--- src/sv/scp_pkg.sv ---
package scp_pkg;

	localparam int MAX_BEAMS = 4096;
	localparam int ANGLE_FRAC_BITS = 16;
	localparam longint PI_Q30 = 64'd3373259426;
	localparam int PI_A = int'((PI_Q30 + (64'd1 << (29 - ANGLE_FRAC_BITS)))
		>> (30 - ANGLE_FRAC_BITS));
	localparam int TWO_PI_A = 2 * PI_A;
	localparam int HALF_PI_A = PI_A / 2;

	localparam int CORDIC_GAIN = 39797;
	localparam int CORDIC_STEPS = 16;
	localparam int COUNT_MAX = 8191;
	localparam int COORD_MAX = 65535;

	localparam int IN_W = 16;
	localparam int OUT_W = 48;
	localparam int CFG_W = 19;
	localparam int CFG_IDX_W = 3;
	localparam int COORD_W = 18;
	localparam int SUM_W = 31;
	localparam int CNT_W = 13;
	localparam int Z_W = 19;
	localparam int CX_W = 35;
	localparam int QUO_W = 17;

	localparam logic [CFG_IDX_W-1:0] REG_ANGLE_START = 3'd0;
	localparam logic [CFG_IDX_W-1:0] REG_ANGLE_STEP = 3'd1;
	localparam logic [CFG_IDX_W-1:0] REG_RANGE_LOW = 3'd2;
	localparam logic [CFG_IDX_W-1:0] REG_RANGE_HIGH = 3'd3;
	localparam logic [CFG_IDX_W-1:0] REG_GAP_LIMIT = 3'd4;
	localparam logic [CFG_IDX_W-1:0] REG_WIDTH_LOW = 3'd5;
	localparam logic [CFG_IDX_W-1:0] REG_WIDTH_HIGH = 3'd6;
	localparam logic [CFG_IDX_W-1:0] REG_MIN_POINTS = 3'd7;

	typedef logic signed [COORD_W-1:0] coord_t;

	function automatic logic signed [Z_W-1:0] atan_lut(input logic [3:0] i);
		logic signed [Z_W-1:0] v;
		case (i)
			4'd0: v = 19'sd51472;
			4'd1: v = 19'sd30386;
			4'd2: v = 19'sd16055;
			4'd3: v = 19'sd8150;
			4'd4: v = 19'sd4091;
			4'd5: v = 19'sd2047;
			4'd6: v = 19'sd1024;
			4'd7: v = 19'sd512;
			4'd8: v = 19'sd256;
			4'd9: v = 19'sd128;
			4'd10: v = 19'sd64;
			4'd11: v = 19'sd32;
			4'd12: v = 19'sd16;
			4'd13: v = 19'sd8;
			4'd14: v = 19'sd4;
			4'd15: v = 19'sd2;
			default: v = 19'sd0;
		endcase
		return v;
	endfunction

endpackage

--- src/sv/scp_div.sv ---
module scp_div (
	input  logic                               clk,
	input  logic                               arst_n,
	input  logic                               start,
	input  logic signed [scp_pkg::SUM_W-1:0]   num,
	input  logic [scp_pkg::CNT_W-1:0]          den,
	output logic                               done,
	output logic signed [scp_pkg::QUO_W-1:0]   quo
);
	import scp_pkg::*;

	logic [SUM_W-1:0] n_q;
	logic [CNT_W-1:0] d_q, rem_q;
	logic [CNT_W:0] t;
	logic [4:0] cnt_q;
	logic busy_q, done_q, neg_q, qbit;

	assign t = {rem_q, n_q[SUM_W-1]};
	assign qbit = t >= {1'b0, d_q};

	always_ff @(posedge clk or negedge arst_n) begin
		if (!arst_n) begin
			busy_q <= 1'b0;
			done_q <= 1'b0;
			cnt_q <= '0;
		end else begin
			done_q <= 1'b0;
			if (start) begin
				busy_q <= 1'b1;
				cnt_q <= '0;
			end else if (busy_q) begin
				cnt_q <= cnt_q + 5'd1;
				if (cnt_q == 5'(SUM_W - 1)) begin
					busy_q <= 1'b0;
					done_q <= 1'b1;
				end
			end
		end
	end

	always_ff @(posedge clk) begin
		if (start) begin
			n_q <= num[SUM_W-1] ? -num : num;
			neg_q <= num[SUM_W-1];
			d_q <= den;
			rem_q <= '0;
		end else if (busy_q) begin
			rem_q <= qbit ? CNT_W'(t - {1'b0, d_q}) : t[CNT_W-1:0];
			n_q <= {n_q[SUM_W-2:0], qbit};
		end
	end

	assign quo = neg_q ? -n_q[QUO_W-1:0] : n_q[QUO_W-1:0];
	assign done = done_q;
endmodule

--- config.mk ---
export PLATFORM = sky130hd
export DESIGN_NAME = scp_div
export DESIGN_NICKNAME = d
export VERILOG_FILES = /design/src/sv/scp_pkg.sv /design/src/sv/scp_div.sv
export SDC_FILE = /design/constraint.sdc
export NUM_CORES = 1
export LEC_CHECK = 0
export BUFFER_PORTS_ARGS = -buffer_cell sky130_fd_sc_hd__buf_2
export CAP_MARGIN = 15
export CORE_ASPECT_RATIO = 1.5
export CORE_MARGIN = 2
export CORE_UTILIZATION = 55
export CTS_CLUSTER_DIAMETER = 30
export CTS_CLUSTER_SIZE = 12
export DETAILED_ROUTE_END_ITERATION = 8
export PLACE_DENSITY_LB_ADDON = 0.05
export RECOVER_POWER = 100
export SYNTH_ARGS = -nofsm -noshare
export SYNTH_HDL_FRONTEND = slang
export SYNTH_SLANG_ARGS = --single-unit
--- constraint.sdc ---
create_clock -name clk -period 3.05 [get_ports clk]
set_input_delay 0.61 -clock clk [delete_from_list [all_inputs] [get_ports clk]]
set_output_delay 0.61 -clock clk [all_outputs]
set_load 0.005 [all_outputs]
== Word level (Yosys, flattened, before mapping) ==
Cells that the tools add are included.
Cells by class
  add/sub/neg operators: 4
  order comparisons: 1
  eq/ne operators: 1
  mux-type cells: 13
  reduce and logical (&&, ||, !) cells: 1
Operators with widths (count)
  two-way mux 31 bit: 3
  negation 31 bit: 1
  two-way mux 17 bit: 1
  negation 17 bit: 1
  greater-or-equal comparator 14 x 13 -> 1 bit: 1
  two-way mux 13 bit: 1
  subtractor 13 bit: 1
  two-way mux 5 bit: 2
  two-way mux 1 bit: 6
  adder 5 x 1 -> 5 bit (second input constant): 1
  == test 5 bit (second input constant): 1
  nonzero test 2 bit: 1
Storage, ports and cells
  register bits: 65
  bits of input ports: 47
  logic and storage cells: 27

== Longest topological paths before layout ==
Gate-level depths: netlist of run 1.
  depth after elaboration: 4
  gate-level depth with buffers: 10
  mapped depth without buffers: 9

== Least setup slack after synthesis of run 1 ==
Ideal clock, no wire load.
  kind: input to register
  from: in num[17] in the netlist's numbering
  to: reg n_q[26], data pin
  setup time: 0.270 ns
  data arrival time: 2.604 ns
  required time: 2.780 ns
  slack: 0.176 ns
  stages on the path: 6
  path buffers: 0
  cell sequence: or4_4 -> or4_4 -> or4_4 -> o31ai_4 -> xor2_1 -> a21oi_1
Between the ends
  cells in the longest elaborated chain, start to end: 3
RTL lines
  start: declaration: RTL line scp_div.sv:5  | input logic signed [scp_pkg::SUM_W-1:0] num,
  negation 31 bit: RTL line scp_div.sv:43  | n_q <= num[SUM_W-1] ? -num : num;
  two-way mux 31 bit: RTL line scp_div.sv:43
  two-way mux 31 bit: RTL line scp_div.sv:42  | if (start) begin
  end signal: assignment: RTL line scp_div.sv:43
  end signal: assignment: RTL line scp_div.sv:49  | n_q <= {n_q[SUM_W-2:0], qbit};
  end: declaration: RTL line scp_div.sv:12  | logic [SUM_W-1:0] n_q;
Every way passes these cells.
A chain may end at the register's enable or synchronous reset.

== Worst setup path after layout of run 1 ==
  from: reg n_q[0]
  to: out quo[16] in the netlist's numbering
Between the ends
  cells in the longest elaborated chain, start to end: 2
RTL lines
  negation 17 bit: RTL line scp_div.sv:53  | assign quo = neg_q ? -n_q[QUO_W-1:0] : n_q[QUO_W-1:0];
  two-way mux 17 bit: RTL line scp_div.sv:53
  end: declaration: RTL line scp_div.sv:8  | output logic signed [scp_pkg::QUO_W-1:0] quo
Every way passes these cells.

==> results of run 1 <==
-- flip-flops by register name (all words and copies together) (netlist names) --
name and count:
done 1, busy_q 1, rem_q 13, neg_q 1, n_q 31, d_q 13, cnt_q 5
-- how the worst max path moves through the flow --
stage / slack, ns / endpoint / from / cells after the start
floorplan: 0.18 / n_q[26] / num[17] / 6
global placement: 0.03 / n_q[26] / num[17] / 7
detailed placement: -0.009 / n_q[26] / num[17] / 7
CTS: 0.008 / quo[16] / n_q[0] / 8
global route: -0.004 / quo[15] / n_q[3] / 7
finish: 0.11 / quo[16] / n_q[0] / 8
-- area by class of cell --
cell class	count	area (µm²)	area share
well taps	102	127.6	0.02555
repair buffers	77	386.6	0.07740
flip-flops and latches	65	1787	0.3577
multi-input cells	337	2290	0.4584
clock inverters	2	33.78	0.006764
inverters	23	86.33	0.01728
clock buffers	14	284.0	0.05686
-- logic make-up (layout without fill, tap and decap cells) --
kind of cell               after synthesis  count (layout)
buffers and inverters                   46             116
DFF                                     65              65
adders and majority gates               18              18
and+or+nand+nor                        143             143
AOI/OAI and AO/OA                      114             114
muxes                                    9               9
xor gates and xnor gates                53              53
-- timing repair --
| item | in CTS | in global routing |
|---|---|---|
| setup endpoints to repair | 4 | 4 |
| cloned | 0 | 0 |
| hold buffers | 0 | 0 |
| setup buffers | 0 | 3 |
| gates resized for setup | 3 | 11 |
| pin swaps | 0 | 2 |
-- stage by stage --
stage               hold slack (ns)  cells
floorplan                    0.3144    448
global placement             0.4494    601
detailed placement           0.4539    601
CTS                          0.1056    617
global route                 0.2031    620
finish                       0.1766    620
-- layer usage --
metal	vias to the layer above	part of all wire	routed length [µm]	global-route usage
li1	1765	-	-	-
met1	1644	0.40	3723	0.2765
met2	76	0.53	4905	0.3878
met3	23	0.035	322	0.05158
met4	0	0.030	281	0.1322
met5	-	0	0	0
-- power by group through the flow --
stage	logic (W)	clock network, W	registers, W
6_report	0.00119	0.00106	0.00123
3_3_place_gp	0.00115	0	0.00123
2_1_floorplan	0.000875	0	0.00120
4_1_cts	0.00119	0.00109	0.00122
3_5_place_dp	0.00117	0	0.00124
5_1_grt	0.00132	0.00113	0.00125
-- placed cells by master (no fill, tap or decap), types with 4 or more instances in the layout --
master	Yosys	final
ha_1	17	17
o21ai_0	16	15
nor2b_1	6	6
o31ai_1	13	12
or3_1	11	8
dfxtp_1	13	13
buf_2	0	47
nand3_1	6	6
edfxtp_1	45	45
nand2b_1	5	5
o41ai_1	6	6
inv_1	23	23
clkbuf_1	20	18
or4_1	2	4
or2_2	6	4
nor4_1	6	6
xnor2_1	23	23
xor2_1	30	30
clkbuf_8	0	4
clkbuf_2	0	4
nand2_1	21	21
nor3_1	8	7
clkbuf_16	0	9
nand4_1	4	4
nor2_1	54	54
buf_4	1	9
dfrtp_1	7	7
a21oi_1	40	40
a211oi_1	13	13
mux2i_1	8	8
==> flow_metrics.tcl, run 1 <==
set metrics [dict create \
    synthToLayoutAreaGrowth_pct 18.21 \
    fp.dieH_um 111.4 \
    via_per_inst 5.658 \
    dieWidth_um 75.57 \
    finalCriticalPeriod_ns 2.944 \
    rrSetupSlack_ns 0.18 \
    maxCapViolCount 0 \
    power_w 0.003480 \
    synth.avg_cell_area_um2 9.431 \
    max_slew.worst_pin.slew_ns 1.354 \
    finalWirelength_um 9231 \
    fin_worst_skew_ns 0.007398 \
    dp_hpwl_um 6709 \
    ys_seq_area_frac 0.4229 \
    synth.area.mux_share 0.02162 \
    power.switching_w 0.001102 \
    synth_top_area_cell "edfxtp_1" \
    crit-reg2reg-launch "n_q[30]" \
    cp.required_ns 2.44 \
    max_freq_ghz 0.3397 \
    first_pass_iters 4 \
    num_antenna_cells 0 \
    drtIter0Drc 215 \
    worstSetupEndpointType "primary output" \
    ys.flop_type "edfxtp_1" \
    max_slew_margin 0.09716 \
    comb_power_share 0.342 \
    htreeDepth 3 \
    synth-simple-area-share 0.1712 \
    p_int_w 0.002378 \
    die-area_um2 8414 \
    final_core_util 0.6647 \
    ys_ff_latch 65 \
    netlist_top_cells_area "edfxtp_1, xor2_1, dfxtp_1, ha_1, nor2_1" \
    synth_common_cells "nor2_1, edfxtp_1, a21oi_1" \
    gr-total-overflow 0 \
    fin_ws_ns 0.1061 \
    pwr-share-seq 0.352 \
    fin_crit_sh 0.9652 \
    wl_per_cell_um 14.89 \
    hold_violations 0 \
    timing.rr.end "rem_q[8]" \
    crit_family "simple AND/OR/NAND/NOR gates" \
    clk_path_buf_depth 2 \
    cts_tree "yes" \
    synthArstFlopShare 0.1077 \
    pwr-share-clk 0.306 \
    core-area_um2 7515 \
    synthXorXnorAreaFrac 0.1099 \
    synthAdderAreaFrac 0.05508 \
    crit_arrival_ns 2.33 \
    clock_sinks 65 \
    yosysWarnings 0 \
    cts_root_buf "clkbuf_16" \
    cts_inserted_buffers 9 \
    fin_area_um2 4995 \
    syn_nets 513 \
    synthCells 448 \
    cp-start-kind "register" \
    synth_cell_types 55 \
    pre_cts_ws_ns -0.008772 \
    grt_pass1_vias 3483 \
    gp_congestion 0.8753 \
    grt_max_degree 75 \
    rows 39 \
    cpPeakStageDelay_ns 0.45 \
    grt_pass1_wl_um 15370 \
    setup_viol 0 \
    start_util 0.5623 \
    hp-class "input port to async pin" \
    io_pins 65 \
    synth_compound_area_frac 0.1777 \
    slowest_stage "edfxtp_1" \
    synth.most_common_cell "nor2_1" \
    final_max_slew_viol_count 0 \
    drive_gt1_frac 0.1815 \
    crit_fanout 4 \
    path_buf_inv 2 \
    synth_top_family_by_area "compound AO/OA/AOI/OAI gates" \
    synth_edf_count 45 \
    postRouteAntennaNets 0 \
    clock_latency_ns 0.32 \
    tns_ns 0 \
    p_per_area_nw_per_um2 696.7 \
    drc 0 \
    dpl_cell_area_um2 4658 \
    outcome "finished clean" \
    nets 578 \
    vias 3508 \
    gr-usage-all-layers 0.2363 \
    fillers 678 \
    ir_drop_mv 0.3213 \
    swShare 0.3166 \
    worstSetupPathType "register to primary output" \
    leakage_nw 2.016 \
    path_clk_slew_ns 0.05 \
    place.port_buffers 64 \
    synthesis.area_um2 4225 \
    synthDominantCellAreaShare 0.3198 \
    path_cells "inv_1 > ha_1 > nand3b_1 > or2_4 > or3_4 > o31ai_4 > xnor2_1 > clkbuf_1" \
    ff2ff_path_depth 10 \
    antenna_found_initial 0 \
]
No activity file was read; power rests on OpenSTA's default activity.
==> run 2, diff against run 1 <==
--- a/config.mk
+++ b/config.mk
@@ -8,12 +8,11 @@
 export BUFFER_PORTS_ARGS = -buffer_cell sky130_fd_sc_hd__buf_2
 export CAP_MARGIN = 15
 export CORE_ASPECT_RATIO = 1.5
-export CORE_MARGIN = 2
 export CORE_UTILIZATION = 55
 export CTS_CLUSTER_DIAMETER = 30
 export CTS_CLUSTER_SIZE = 12
 export DETAILED_ROUTE_END_ITERATION = 8
-export PLACE_DENSITY_LB_ADDON = 0.05
+export PLACE_DENSITY = 0.78
 export RECOVER_POWER = 100
 export SYNTH_ARGS = -nofsm -noshare
 export SYNTH_HDL_FRONTEND = slang
==> constraint.sdc (replaced) <==
create_clock -name clk -period 3.05 [get_ports clk]
set_input_delay 0.7625 -clock clk [delete_from_list [all_inputs] [get_ports clk]]
set_output_delay 0.7625 -clock clk [all_outputs]
set_load 0.005 [all_outputs]
==> run 2 against run 1 <==
Compared with the run above:
- the flow now finishes with violations (max-capacitance violations, max-slew violations, negative setup slack)
- cell count grew 1.9%
- combinational power grew 3%
- die area down 4.4%
- total power shrank 8.7%
- worst hold slack better by 0.097 ns
- largest power group is now combinational cells
==> flow_metrics.tcl, run 2 (same netlist as run 1, synthesis figures left out) <==
set metrics [dict create \
    io_pins 65 \
    dpl.cell_count 608 \
    cp.required_ns 2.29 \
    rsz0062_at_grt "yes" \
    cts_inserted_buffers 9 \
    p_int_w 0.002084 \
    fin_cells 632 \
    grt_pass1_vias 3497 \
    top_register "n_q" \
    start_util 0.5771 \
    crit_arrival_ns 2.36 \
    crit_fanout 2 \
    clk_path_buf_depth 2 \
    max_slew_margin -0.4302 \
    cp-start-kind "register" \
    cts_tree "yes" \
    multi_input_area_um2 2332 \
    vias 3581 \
    hp-class "input port to async pin" \
    fin_ws_ns -0.07681 \
    clock_latency_ns 0.36 \
    fillers 624 \
    whs_ns 0.2740 \
    postRouteAntennaNets 0 \
    cts_root_buf "clkbuf_8" \
    leakage_nw 2.053 \
    largest_reg_flops 31 \
    setup_viol 3 \
    dp_hpwl_um 6624 \
    p_per_area_nw_per_um2 631.2 \
    fin_worst_skew_ns 0.01595 \
    nets 592 \
    first_pass_iters 4 \
    grt_pass1_wl_um 15060 \
    outcome "finished with violations" \
    comb_power_share 0.388 \
    worstSetupPathType "register to primary output" \
    use_met3 0.04308 \
    drive_gt1_frac 0.2312 \
    num_antenna_cells 0 \
    antenna_found_initial 0 \
    max_freq_ghz 0.3198 \
    maxCapViolCount 2 \
    ir_drop_mv 0.3218 \
    reg_top3 "n_q: 31 flops, d_q: 13 flops, rem_q: 13 flops" \
    synthToLayoutAreaGrowth_pct 19.10 \
    met1_usage 0.2717 \
    drtIter0Drc 180 \
    die-area_um2 8044 \
    dieWidth_um 73.57 \
    power_w 0.003176 \
    pre_cts_ws_ns -0.1237 \
    gr-usage-all-layers 0.2459 \
    worstSetupEndpointType "primary output" \
    grt_util_met2 0.4495 \
    final_cell_mix "buf_2, nor2_1, edfxtp_1" \
    drc 0 \
    register_area_um2 1787 \
    power.switching_w 0.001093 \
    rows 38 \
    pwr-share-seq 0.382 \
    gp_congestion 0.8379 \
    wl_per_cell_um 14.63 \
    htreeDepth 3 \
    core-area_um2 7322 \
    top_usage_layer "met2" \
    via_per_inst 5.666 \
    fin_crit_sh 1.025 \
    pwr-share-clk 0.231 \
    fp.dieH_um 109.4 \
    final_max_slew_viol_count 133 \
    place.port_buffers 64 \
    gr-total-overflow 0 \
    finalWirelength_um 9244 \
    grt_max_degree 101 \
    finalCriticalPeriod_ns 3.127 \
    violations "max-capacitance violations, max-slew violations, negative setup slack" \
    hold_violations 0 \
    holdBufCountCts 0 \
    final_common_cell "buf_2" \
    swShare 0.3440 \
    clock_sinks 65 \
    path_clk_slew_ns 0.08 \
    max_slew.worst_pin.slew_ns 2.145 \
]
## run 2: cell types whose count changed in the layout (fill, tap and decap cells not counted), moves of 3 or more
| cell | change |
|---|---|
| buf_2 | +9 |
| buf_4 | +16 |
| clkbuf_1 | -9 |
| clkbuf_16 | -9 |
| clkbuf_2 | -3 |
| clkbuf_8 | +6 |
| clkinv_2 | +3 |
## run 2: power groups by stage
stage	Combinational (W)	Clock (W)	Sequential (W)
finish	0.00123	0.000733	0.00121
global route	0.00137	0.000777	0.00123
CTS	0.00124	0.000748	0.00121
detailed placement	0.00120	0	0.00123
global placement	0.00117	0	0.00122
floorplan	0.000875	0	0.00120
## run 2: layout make-up
type	instances	share of cell area
Tap cell	100	0.02486
Timing Repair Buffer	91	0.1007
Inverter	23	0.01716
Clock buffer	10	0.02735
Multi-Input combinational cell	337	0.4635
Clock inverter	6	0.01144
Sequential cell	65	0.3550
## run 2: timing repair
| action | CTS | global route |
|---|---|---|
| setup buffers | 6 | 2 |
| resized for setup | 15 | 2 |
| endpoints found under the hold margin | 0 | 0 |
| endpoints found under the setup margin | 4 | 5 |
| pin swaps | 5 | 8 |
## run 2: path summary, 6_finish.rpt
kind	startpoint	to	slack (ns)	depth (start not counted)
setup / recovery	n_q[4]	quo[15]	-0.08	7
max in group asynchronous	arst_n	cnt_q[0]	2.51	1
hold / removal	arst_n	cnt_q[3]	0.27	1
setup reg to reg	d_q[0]	rem_q[6]	0.30	9
min in group clk	rem_q[4]	rem_q[4]	0.51	2
hold reg to reg	rem_q[4]	rem_q[4]	0.51	2
## run 2: worst max-delay path, stage by stage (launching register included)
cell and delay, ns:
edfxtp_1 0.41, nor3_2 0.25, nand3_1 0.13, or3_4 0.35, or3_4 0.40, o21ai_2 0.17
xnor2_1 0.16, buf_2 0.15
## run 2: per-stage QoR
step | setup TNS [ns] | util | instance area, µm²
final | -0.09568 | 0.6873 | 5032
after global routing | -0.6016 | 0.6873 | 5032
after CTS | -0.08008 | 0.6873 | 5032
after detailed placement | -0.2740 | 0.6468 | 4736
after global placement | -0.1402 | 0.6468 | 4736
after floorplan | 0 | - | 4225
## run 2: routing by layer
metal  routed length [µm]  share of wire
met1                 3686           0.40
met2                 5061           0.55
met3                  315          0.034
met4                  181          0.020
met5                    0              0
