$ cat src/sv/scp_pkg.sv
package scp_pkg;

	localparam int MAX_BEAMS = 4096;
	localparam int ANGLE_FRAC_BITS = 16;
	localparam longint PI_Q30 = 64'd3373259426;
	localparam int PI_A = int'((PI_Q30 + (64'd1 << (29 - ANGLE_FRAC_BITS)))
		>> (30 - ANGLE_FRAC_BITS));
	localparam int TWO_PI_A = 2 * PI_A;
	localparam int HALF_PI_A = PI_A / 2;

	localparam int CORDIC_GAIN = 39797;
	localparam int CORDIC_STEPS = 16;
	localparam int COUNT_MAX = 8191;
	localparam int COORD_MAX = 65535;

	localparam int IN_W = 16;
	localparam int OUT_W = 48;
	localparam int CFG_W = 19;
	localparam int CFG_IDX_W = 3;
	localparam int COORD_W = 18;
	localparam int SUM_W = 31;
	localparam int CNT_W = 13;
	localparam int Z_W = 19;
	localparam int CX_W = 35;
	localparam int QUO_W = 17;

	localparam logic [CFG_IDX_W-1:0] REG_ANGLE_START = 3'd0;
	localparam logic [CFG_IDX_W-1:0] REG_ANGLE_STEP = 3'd1;
	localparam logic [CFG_IDX_W-1:0] REG_RANGE_LOW = 3'd2;
	localparam logic [CFG_IDX_W-1:0] REG_RANGE_HIGH = 3'd3;
	localparam logic [CFG_IDX_W-1:0] REG_GAP_LIMIT = 3'd4;
	localparam logic [CFG_IDX_W-1:0] REG_WIDTH_LOW = 3'd5;
	localparam logic [CFG_IDX_W-1:0] REG_WIDTH_HIGH = 3'd6;
	localparam logic [CFG_IDX_W-1:0] REG_MIN_POINTS = 3'd7;

	typedef logic signed [COORD_W-1:0] coord_t;

	function automatic logic signed [Z_W-1:0] atan_lut(input logic [3:0] i);
		logic signed [Z_W-1:0] v;
		case (i)
			4'd0: v = 19'sd51472;
			4'd1: v = 19'sd30386;
			4'd2: v = 19'sd16055;
			4'd3: v = 19'sd8150;
			4'd4: v = 19'sd4091;
			4'd5: v = 19'sd2047;
			4'd6: v = 19'sd1024;
			4'd7: v = 19'sd512;
			4'd8: v = 19'sd256;
			4'd9: v = 19'sd128;
			4'd10: v = 19'sd64;
			4'd11: v = 19'sd32;
			4'd12: v = 19'sd16;
			4'd13: v = 19'sd8;
			4'd14: v = 19'sd4;
			4'd15: v = 19'sd2;
			default: v = 19'sd0;
		endcase
		return v;
	endfunction

endpackage

$ cat src/sv/scp_cordic.sv
module scp_cordic (
	input  logic                             clk,
	input  logic                             arst_n,
	input  logic                             start,
	input  logic [scp_pkg::IN_W-1:0]         range_mm,
	input  logic signed [scp_pkg::Z_W-1:0]   z_in,
	input  logic                             flip,
	output logic                             done,
	output scp_pkg::coord_t                  x,
	output scp_pkg::coord_t                  y
);
	import scp_pkg::*;

	logic signed [CX_W-1:0] x_q, y_q, dx, dy;
	logic signed [Z_W-1:0] z_q;
	logic [3:0] i_q;
	logic busy_q, done_q, flip_q;
	logic signed [CX_W-1:0] xr, yr;
	logic signed [CX_W-17:0] xs, ys;

	assign dx = y_q >>> i_q;
	assign dy = x_q >>> i_q;

	always_ff @(posedge clk or negedge arst_n) begin
		if (!arst_n) begin
			busy_q <= 1'b0;
			done_q <= 1'b0;
			i_q <= '0;
		end else begin
			done_q <= 1'b0;
			if (start) begin
				busy_q <= 1'b1;
				i_q <= '0;
			end else if (busy_q) begin
				i_q <= i_q + 4'd1;
				if (i_q == 4'(CORDIC_STEPS - 1)) begin
					busy_q <= 1'b0;
					done_q <= 1'b1;
				end
			end
		end
	end

	always_ff @(posedge clk) begin
		if (start) begin
			x_q <= CX_W'($signed({1'b0, range_mm}) * $signed(18'(CORDIC_GAIN)));
			y_q <= '0;
			z_q <= z_in;
			flip_q <= flip;
		end else if (busy_q) begin
			if (!z_q[Z_W-1]) begin
				x_q <= x_q - dx;
				y_q <= y_q + dy;
				z_q <= z_q - atan_lut(i_q);
			end else begin
				x_q <= x_q + dx;
				y_q <= y_q - dy;
				z_q <= z_q + atan_lut(i_q);
			end
		end
	end

	assign xr = (x_q + CX_W'(32768)) >>> 16;
	assign yr = (y_q + CX_W'(32768)) >>> 16;

	always_comb begin
		xs = flip_q ? -xr[CX_W-17:0] : xr[CX_W-17:0];
		ys = flip_q ? -yr[CX_W-17:0] : yr[CX_W-17:0];
		if (xs > (CX_W-16)'(COORD_MAX)) x = COORD_W'(COORD_MAX);
		else if (xs < -(CX_W-16)'(COORD_MAX)) x = -COORD_W'(COORD_MAX);
		else x = xs[COORD_W-1:0];
		if (ys > (CX_W-16)'(COORD_MAX)) y = COORD_W'(COORD_MAX);
		else if (ys < -(CX_W-16)'(COORD_MAX)) y = -COORD_W'(COORD_MAX);
		else y = ys[COORD_W-1:0];
	end

	assign done = done_q;
endmodule

$ cat config.mk
export PLATFORM = sky130hd
export DESIGN_NAME = scp_cordic
export DESIGN_NICKNAME = d
export VERILOG_FILES = /design/src/sv/scp_pkg.sv /design/src/sv/scp_cordic.sv
export SDC_FILE = /design/constraint.sdc
export NUM_CORES = 1
export LEC_CHECK = 0
export BUFFER_PORTS_ARGS = -buffer_cell sky130_fd_sc_hd__buf_4
export CAP_MARGIN = 20
export CORE_MARGIN = 4
export CORE_UTILIZATION = 59
export CTS_CLUSTER_DIAMETER = 80
export CTS_CLUSTER_SIZE = 10
export DETAILED_ROUTE_END_ITERATION = 8
export PLACE_DENSITY = 0.8
export RECOVER_POWER = 100
export SYNTH_ARGS = -nofsm -noshare
export SYNTH_HDL_FRONTEND = slang
export SYNTH_SLANG_ARGS = --single-unit
$ cat constraint.sdc
create_clock -name clk -period 5.6 [get_ports clk]
set_input_delay 0.28 -clock clk [delete_from_list [all_inputs] [get_ports clk]]
set_output_delay 0.28 -clock clk [all_outputs]
set_load 0.02 [all_outputs]
After elaboration in Yosys (flattened, before gate mapping)
Memory sizes are Yosys's and may differ from the RTL's.
Index checks and enable logic that the tools add are counted.
{"block": "totals", "rom_bits": 512, "mem_count": 2, "word_cells": 56, "in_bits": 39, "register_bits": 96}
{"block": "op_classes", "n_mul": 1, "reduce_logical": 1, "n_shift": 2, "n_eq_ne": 1, "add_sub_neg": 11, "muxes": 27, "order_cmp": 4}
{"name": "(name not given)", "depth": 16, "width": 16, "read_ports": 1, "rd_clocked_by_memory_dff": 0, "write_ports": 0, "line": "scp_pkg.sv:40", "rtl": "case (i)"}
{"name": "(name not given)", "depth": 16, "width": 16, "read_ports": 1, "rd_clocked_by_memory_dff": 0, "write_ports": 0, "line": "scp_pkg.sv:40"}
{"operator": "$mux 19", "count": 11}
{"operator": "$mux 35", "count": 4}
{"operator": "$mux 18", "count": 4}
{"operator": "$add 35x17->35 const B", "count": 2}
{"operator": "$add 35x35->35", "count": 2}
{"operator": "$sshr 35x4->35", "count": 2}
{"operator": "$sub 35x35->35", "count": 2}
{"operator": "$gt 19x17->1 const B", "count": 2}
{"operator": "$lt 19x17->1 const B", "count": 2}
{"operator": "$neg 19->19", "count": 2}
{"operator": "$mul 16x16->32 const B", "count": 1}
{"operator": "$add 19x19->19", "count": 1}
{"operator": "$sub 19x19->19", "count": 1}
{"operator": "$mux 4", "count": 2}
{"operator": "$mux 1", "count": 6}
{"operator": "$add 4x1->4 const B", "count": 1}
{"operator": "$eq 4x4->1 const B", "count": 1}
{"operator": "$reduce_bool 2->1", "count": 1}

Depth between registers and ports, before layout
Gate-level depths: netlist (run 1).
An unclocked memory read counts as a cell.
{"block": "logic_depth", "depth_word": 8, "mapped_depth": 32, "mapped_depth_nobuf": 26}

Least setup slack after synthesis (run 1)
Ideal clock, no wire load.
{"block": "synth_path", "path_type": "reg2reg", "from": "reg i_q[2]", "to": "reg y_q[33]", "t_arrival_ps": 5956, "required_ps": 5460, "path_slack_ps": -496, "path_buffers": 6, "setup_ps": 140, "path_stages_with_launch": 29, "path_cell_list": "dfrtp_1 > inv_2 > buf_4 > buf_1 > clkbuf_1 > clkbuf_1 > clkbuf_1 > mux2i_1 > o21a_1 > ha_1 > inv_1 > a2111oi_2 > nor3b_1 > and3_1 > clkbuf_1 > nor2b_1 > a21oi_1 > xnor2_1 > ha_1 > a21oi_1 > o21ai_0 > o41ai_1 > or2_2 > o211a_1 > a21oi_1 > o41ai_1 > a21oi_1 > a21oi_1 > o221ai_1"}
{"block": "synth_between", "elab_chain_cells": 3, "elab_cells_between_ends": 4}
{"element": "start: declaration", "line": "scp_cordic.sv:16", "rtl": "logic [3:0] i_q;"}
{"element": "start signal: assignment", "line": "scp_cordic.sv:35", "rtl": "i_q <= i_q + 4'd1;"}
{"element": "$sshr 35x4->35 *", "line": "scp_cordic.sv:22", "rtl": "assign dy = x_q >>> i_q;"}
{"element": "$add 35x35->35 / $sub 35x35->35 (equally long branches)", "line": "scp_cordic.sv:53, scp_cordic.sv:57"}
{"element": "$mux 35 *", "line": "scp_cordic.sv:51", "rtl": "if (!z_q[Z_W-1]) begin"}
{"element": "end signal: assignment", "line": "scp_cordic.sv:53", "rtl": "y_q <= y_q + dy;"}
{"element": "end signal: assignment", "line": "scp_cordic.sv:57", "rtl": "y_q <= y_q - dy;"}
{"element": "end: declaration", "line": "scp_cordic.sv:14", "rtl": "logic signed [CX_W-1:0] x_q, y_q, dx, dy;"}
Mark *: on every way between the ends. The rest lies on a longest branch, timed or not.
A chain may end at the register's enable or synchronous reset.

Final worst setup path (run 1)
{"block": "layout_path", "from": "reg i_q[0]", "to": "reg x_q[31], data pin"}
{"block": "layout_between", "elab_chain_cells": 5, "elab_cells_between_ends": 6}
{"element": "$sshr 35x4->35 *", "line": "scp_cordic.sv:21", "rtl": "assign dx = y_q >>> i_q;"}
{"element": "$sub 35x35->35 / $add 35x35->35 (equally long branches)", "line": "scp_cordic.sv:52, scp_cordic.sv:56"}
{"element": "$mux 35 *", "line": "scp_cordic.sv:51"}
{"element": "$mux 35 *", "line": "scp_cordic.sv:50", "rtl": "end else if (busy_q) begin"}
{"element": "$mux 35 *", "line": "scp_cordic.sv:45", "rtl": "if (start) begin"}
{"element": "end signal: assignment", "line": "scp_cordic.sv:46", "rtl": "x_q <= CX_W'($signed({1'b0, range_mm}) * $signed(18'(CORDIC_GAIN)));"}
{"element": "end signal: assignment", "line": "scp_cordic.sv:52", "rtl": "x_q <= x_q - dx;"}
{"element": "end signal: assignment", "line": "scp_cordic.sv:56", "rtl": "x_q <= x_q + dx;"}
{"element": "end: declaration", "line": "scp_cordic.sv:14"}
Mark *: on every way between the ends. The rest lies on a longest branch, timed or not. The select of a mux whose other input is x is not followed.

==> impl_metrics.ini, run 1 <==
[job]
maxCapViolCount = 1

[detailed_routing]
wl_met3_mm = 4.720
vias_per_cell = 6.343
drtPass1Iterations = 6
wl_met2_mm = 29.77
routedWlPerCell_um = 19.62
post-route-drc-count = 0
wl_met1_mm = 24.57
wl_mm = 61.49
drtAntennaViolNets = 0
vias = 19878
highest_layer = met4
initialDrtViolationCount = 1661

[worst_setup_path]
worst-setup-path-type = flop to flop
worst_setup_path_start_kind = flop
path_max_fanout = 13
cpPeakStageDelay_ns = 0.57
required_ns = 5.70
end_kind = flop
cp_cell_sequence = buf_12 -> mux4_2 -> mux2_2 -> or2_2 -> nand2_1 -> ha_1 -> nand2_2 -> o21a_1 -> xor2_1 -> ha_2 -> o21ai_0 -> a21o_1 -> nor3_2 -> o21ai_1 -> a31oi_2 -> nor4_2 -> buf_4 -> o31ai_2 -> a31oi_2 -> xor2_1 -> mux2i_1
path_buf_inv = 2
crit_family = compound AO/OA/AOI/OAI gates
rr_worst_depth = 21
cpMaxStageDelayCell = mux4_2
cp.depth = 21
crit_arrival_ns = 5.65

[floorplanning]
dieArea_sq_mm = 0.03805
io_pins = 76
design.core.area_sq_mm = 0.03454
start_util_pct = 59.78
std_cell_rows = 68
chipWidth_um = 195.1
fp.dieH_um = 195.1

[synth]
synth_compound_area_share_pct = 17.63
synth_flop_cell = edfxtp_1
synth_area_per_cell_sq_um = 8.387
synth_top_family_by_area = adder cells
syn_area_sq_mm = 0.02065
synth_edf_count = 55
synth_cell_types = 87
ys_async_sr_fraction_pct = 6.250
syn_inst = 2462
synth_nets = 2832
synth.most_common_cell = ha_1
synthXorXnorAreaFrac_pct = 10.60
yosys.area.top_type = ha_1
synth_top_area_share_pct = 13.63
synth_area_leaders = ha_1 14%, fa_1 10%, edfxtp_1 8.0%
yosys_warnings = 0
synthMuxAreaShare_pct = 13.17
synth_seq_area_share_pct = 12.12
yosys.area_share.simple_pct = 15.59
ys_seq_elements = 96
synth_common_cells = 225 x ha_1, 219 x nand2_1, 218 x inv_1
synth_adder_area_share_pct = 23.91

[clock_network]
clk_latency_ns = 0.39
cts_tree = done
cts_max_path_buffers = 2
clkTransAtPathRegs_ns = 0.09
h-tree-depth = 3
cts_sinks = 96
cts-root-buf = clkbuf_16
numCtsBuffers = 9

[grt]
antenna_found_initial = 0
gr-total-overflow = 0
grt_pass1_wl_mm = 97.04
grt_max_degree = 85
grt_pass1_vias = 19286
grt.total_usage_pct = 30.45

[outcome]
violations = capacitance limit, slew limit
status = complete, but fails checks

[sta]
rsz0062_at_grt = yes
clock.fmax_ghz = 0.1801
timing.final.crit_share_pct = 99.14
fin_ws_ns = 0.04816
hold_slack_ns = 0.1415
finClkSkew_ns = 0.01745
relSlewSlack_pct = -60.83
fin_crit_ns = 5.552
drv_slew = 40
finalHoldViolCount = 0
finalSetupViolCount = 0
worst_slew_pin_slew_ns = 2.413

[min_path]
hp-class = primary input to flop
whs_path_depth = 1

[placement]
portBuffers = 75
globalplace.congestion = 0.9803
place_worst_setup_slack_ns = -0.3957
dpl.hpwl_mm = 47.93
dp.cells = 3070

[layout]
syn_to_final_growth_pct = 16.86
fillers = 2731
antennaDiodeCount = 0
drive_above_1_share_pct = 21.46
instances_no_fill = 3134
fin_nets = 3044
## layout make-up
class,count,area [sq um],share of cell area (%)
Clock buffer,9,225.2,0.9334
Inverter,220,845.8,3.505
Clock inverter,7,81.33,0.3370
Timing Repair Buffer,328,2605,10.80
Tap cell,455,569.3,2.359
Multi-Input combinational cell,2019,17290,71.66
Sequential cell,96,2512,10.41
## timing repair
| item | CTS | global route |
|---|---|---|
| hold endpoints to repair | 6 | 0 |
| setup endpoints to repair | 10 | 35 |
| pin swaps | 3 | 65 |
| hold buffers | 1 | 0 |
| resized for setup | 7 | 139 |
| gates cloned | 0 | 5 |
| setup buffers | 0 | 42 |
## sequential cells by signal, summed over array words and instances, names as in the netlist
register,flops
i_q,4
done,1
y_q,35
z_q,19
flip_q,1
busy_q,1
x_q,35
## layout by cell type (no fill, tap or decap), drive strengths merged, types with 55 or more instances in the layout
cell    instances
ha            225
buf           295
edfxtp         55
inv           218
xor2           88
nand2         219
mux2i          68
nor2          183
o21ai         159
a21oi         170
fa            106
mux4           71
xnor2         162
## metal layers
layer  vias up  track usage, %
li1       9193               -
met1      9566           40.02
met2       943           51.91
met3       176           4.037
met4         0           10.55
met5         -               0
## logic make-up (layout without fill, tap and decap cells)
| family | count (synthesis) | in the layout |
|---|---|---|
| adders and majority gates | 331 | 331 |
| AOI/OAI and AO/OA | 584 | 584 |
| buffers and inverters | 347 | 564 |
| and+or+nand+nor | 680 | 680 |
| DFF | 96 | 96 |
| xor gates and xnor gates | 250 | 250 |
| muxes | 174 | 174 |
## through the flow
step | util (%) | cell area (sq um) | TNS [ns]
global route | 69.85 | 24130 | -1.465
detailed placement | 66.35 | 22920 | -4.301
CTS | 67.34 | 23260 | 0
floorplan | - | 20770 | -0.04534
global placement | 66.35 | 22920 | -2.412
finish | 69.85 | 24130 | 0
## path summary, 6_finish.rpt
| check | start | endpoint | slack (ns) |
|---|---|---|---|
| max | i_q[0] | x_q[31] | 0.05 |
| min | flip | flip_q | 0.14 |
| max reg2reg | i_q[0] | x_q[31] | 0.05 |
| min reg2reg | y_q[0] | y_q[0] | 0.52 |
| max in group asynchronous | arst_n | i_q[1] | 5.00 |
| min in group asynchronous | arst_n | busy_q | 0.30 |
Power of run 1 is not shown: default switching activity piles up to over one toggle a cycle in this logic, so the estimate is an artifact.
==> run 2, diff against run 1 <==
--- a/config.mk
+++ b/config.mk
@@ -13,7 +13,7 @@
 export CTS_CLUSTER_SIZE = 10
 export DETAILED_ROUTE_END_ITERATION = 8
 export PLACE_DENSITY = 0.8
-export RECOVER_POWER = 100
+export RECOVER_POWER = 25
 export SYNTH_ARGS = -nofsm -noshare
 export SYNTH_HDL_FRONTEND = slang
 export SYNTH_SLANG_ARGS = --single-unit
==> impl_metrics.ini, run 2 (same netlist as run 1, synthesis figures left out) <==
[grt]
gr-total-overflow = 0
grt_pass1_wl_mm = 97.04
antenna_found_initial = 0
grt_use_met2_pct = 51.91
grt_max_degree = 85
grt_pass1_vias = 19286
grt_util_met3_pct = 4.037
met1_usage_pct = 40.02
grt.total_usage_pct = 30.45
busiest_layer = met2

[clock_network]
cts_sinks = 96
h-tree-depth = 3
cts_tree = done
cts-root-buf = clkbuf_16
numCtsBuffers = 9
clkTransAtPathRegs_ns = 0.07
cts_max_path_buffers = 2
clk_latency_ns = 0.39

[detailed_routing]
vias_per_cell = 6.345
wl_mm = 61.52
drtPass1Iterations = 6
initialDrtViolationCount = 1661
drtAntennaViolNets = 0
post-route-drc-count = 0
routedWlPerCell_um = 19.63
vias = 19885

[sta]
finClkSkew_ns = 0.01636
fin_crit_ns = 5.545
worst_slew_pin_slew_ns = 2.412
fin_tns_setup_ns = 0
rsz0062_at_grt = yes
drv_slew = 40
clock.fmax_ghz = 0.1803
relSlewSlack_pct = -60.80
timing.final.crit_share_pct = 99.02
finalHoldViolCount = 0
hold_slack_ns = 0.1427
finalSetupViolCount = 0

[placement]
dpl.hpwl_mm = 47.93
dpl_cell_area_sq_mm = 0.02292
globalplace.congestion = 0.9803
portBuffers = 75

[min_path]
hp-class = primary input to flop
hold_path_end = flip_q
whs_path_depth = 1
hold_start = flip

[layout]
final_area_sq_mm = 0.02421
ff_latch_area_sq_mm = 0.002512
fillers = 2716
final_common_cell = buf_4
mostFrequentLayoutCells = 300 x buf_4, 214 x nand2_1, 212 x ha_1
syn_to_final_growth_pct = 17.25
multi_input_area_sq_mm = 0.01730
fin_nets = 3044
drive_above_1_share_pct = 22.28
antennaDiodeCount = 0
top_regs = x_q: 35 flops, y_q: 35 flops, z_q: 19 flops

[worst_setup_path]
crit_start = range_mm[11]
r2r_start = i_q[0]
cp_cell_sequence = buf_8 -> clkinvlp_4 -> fa_1 -> fa_1 -> inv_1 -> fa_1 -> fa_1 -> fa_1 -> inv_2 -> fa_1 -> inv_2 -> ha_4 -> a21o_1 -> a21o_1 -> a311oi_2 -> o21bai_1 -> a221oi_2 -> buf_4 -> nand2b_4 -> and3b_2 -> buf_4 -> xnor2_1 -> nand2_1 -> o21ai_0
path_max_fanout = 4
cpMaxStageDelayCell = fa_1
end_kind = flop
worst_setup_path_start_kind = primary input
rrSetupSlack_ns = 0.07
path_buf_inv = 7
rr_worst_depth = 23
crit_family = adder cells
crit_top_cell = fa_1
required_ns = 5.70
r2r-end = y_q[33]
cpPeakStageDelay_ns = 0.54
worst-setup-path-type = primary input to flop
crit_arrival_ns = 5.64

[floorplanning]
start_util_pct = 59.78
dieArea_sq_mm = 0.03805
std_cell_rows = 68
io_pins = 76
design.core.area_sq_mm = 0.03454
chipWidth_um = 195.1
fp.dieH_um = 195.1

[outcome]
status = complete, but fails checks
violations = capacitance limit, slew limit

[job]
maxCapViolCount = 1
==> run 2: cell count changes in the layout (fill, tap and decap cells not counted) <==
cell,change
o21ai_0,-2
nand2_1,-1
and2_0,-1
buf_4,+22
and2_1,+1
clkbuf_4,-2
o21ai_1,+2
a21oi_1,-1
clkbuf_1,-20
a21oi_2,+1
nand2_2,+1
==> run 2: worst max-delay path by stage <==
stage | end | slack [ns] | cells after the start
5_1_grt | x_q[29] | -0.16 | 23
4_1_cts | y_q[33] | 0.01 | 26
2_1_floorplan | y_q[33] | -0.05 | 30
3_3_place_gp | x_q[31] | -0.25 | 23
3_5_place_dp | x_q[21] | -0.40 | 23
6_report | x_q[27] | 0.05 | 24
==> run 2: worst reg2reg max path, stage by stage, from the launching register on <==
cell       delay (ns)
dfrtp_4          0.54
buf_12           0.16
buf_6            0.10
mux4_2           0.54
mux4_2           0.56
a2111oi_4        0.32
nor3b_2          0.25
and3_4           0.24
nor2b_4          0.17
a21oi_1          0.09
xor2_1           0.20
ha_1             0.37
buf_4            0.16
nand2_1          0.04
o21ai_0          0.12
o41ai_2          0.34
or2_4            0.17
o211a_1          0.18
a21oi_2          0.09
o41ai_4          0.27
a21oi_2          0.13
a21oi_2          0.18
nand4b_1         0.11
o221ai_1         0.12
==> run 2: area by class of cell <==
type	count	area share [%]
Inverter	220	3.494
Clock inverter	7	0.3359
Sequential cell	96	10.38
Clock buffer	9	0.9302
Timing Repair Buffer	328	11.07
Tap cell	455	2.351
Multi-Input combinational cell	2019	71.44
==> run 2: per-stage QoR <==
stage | std cells | setup slack, ns | utilization, %
after floorplan | 2462 | -0.04534 | -
after global placement | 3070 | -0.2542 | 66.35
after detailed placement | 3070 | -0.3957 | 66.35
after CTS | 3087 | 0.01136 | 67.34
after global routing | 3134 | -0.1561 | 70.09
final | 3134 | 0.05480 | 70.09
==> run 2: what timing repair did <==
item / CTS / global route
hold endpoints to repair: 6 / 0
gates cloned: 0 / 5
hold buffers: 1 / 0
gates resized for setup: 7 / 139
pin swaps: 3 / 65
endpoints found under the setup margin: 10 / 35
buffers inserted: 0 / 42
==> run 2: layer usage <==
layer	vias up	wire length (um)
met5	-	0
met4	0	2508
met3	192	4666
met2	941	29720
met1	9560	24630
li1	9192	-
Power of run 2 is left out for the same reason.
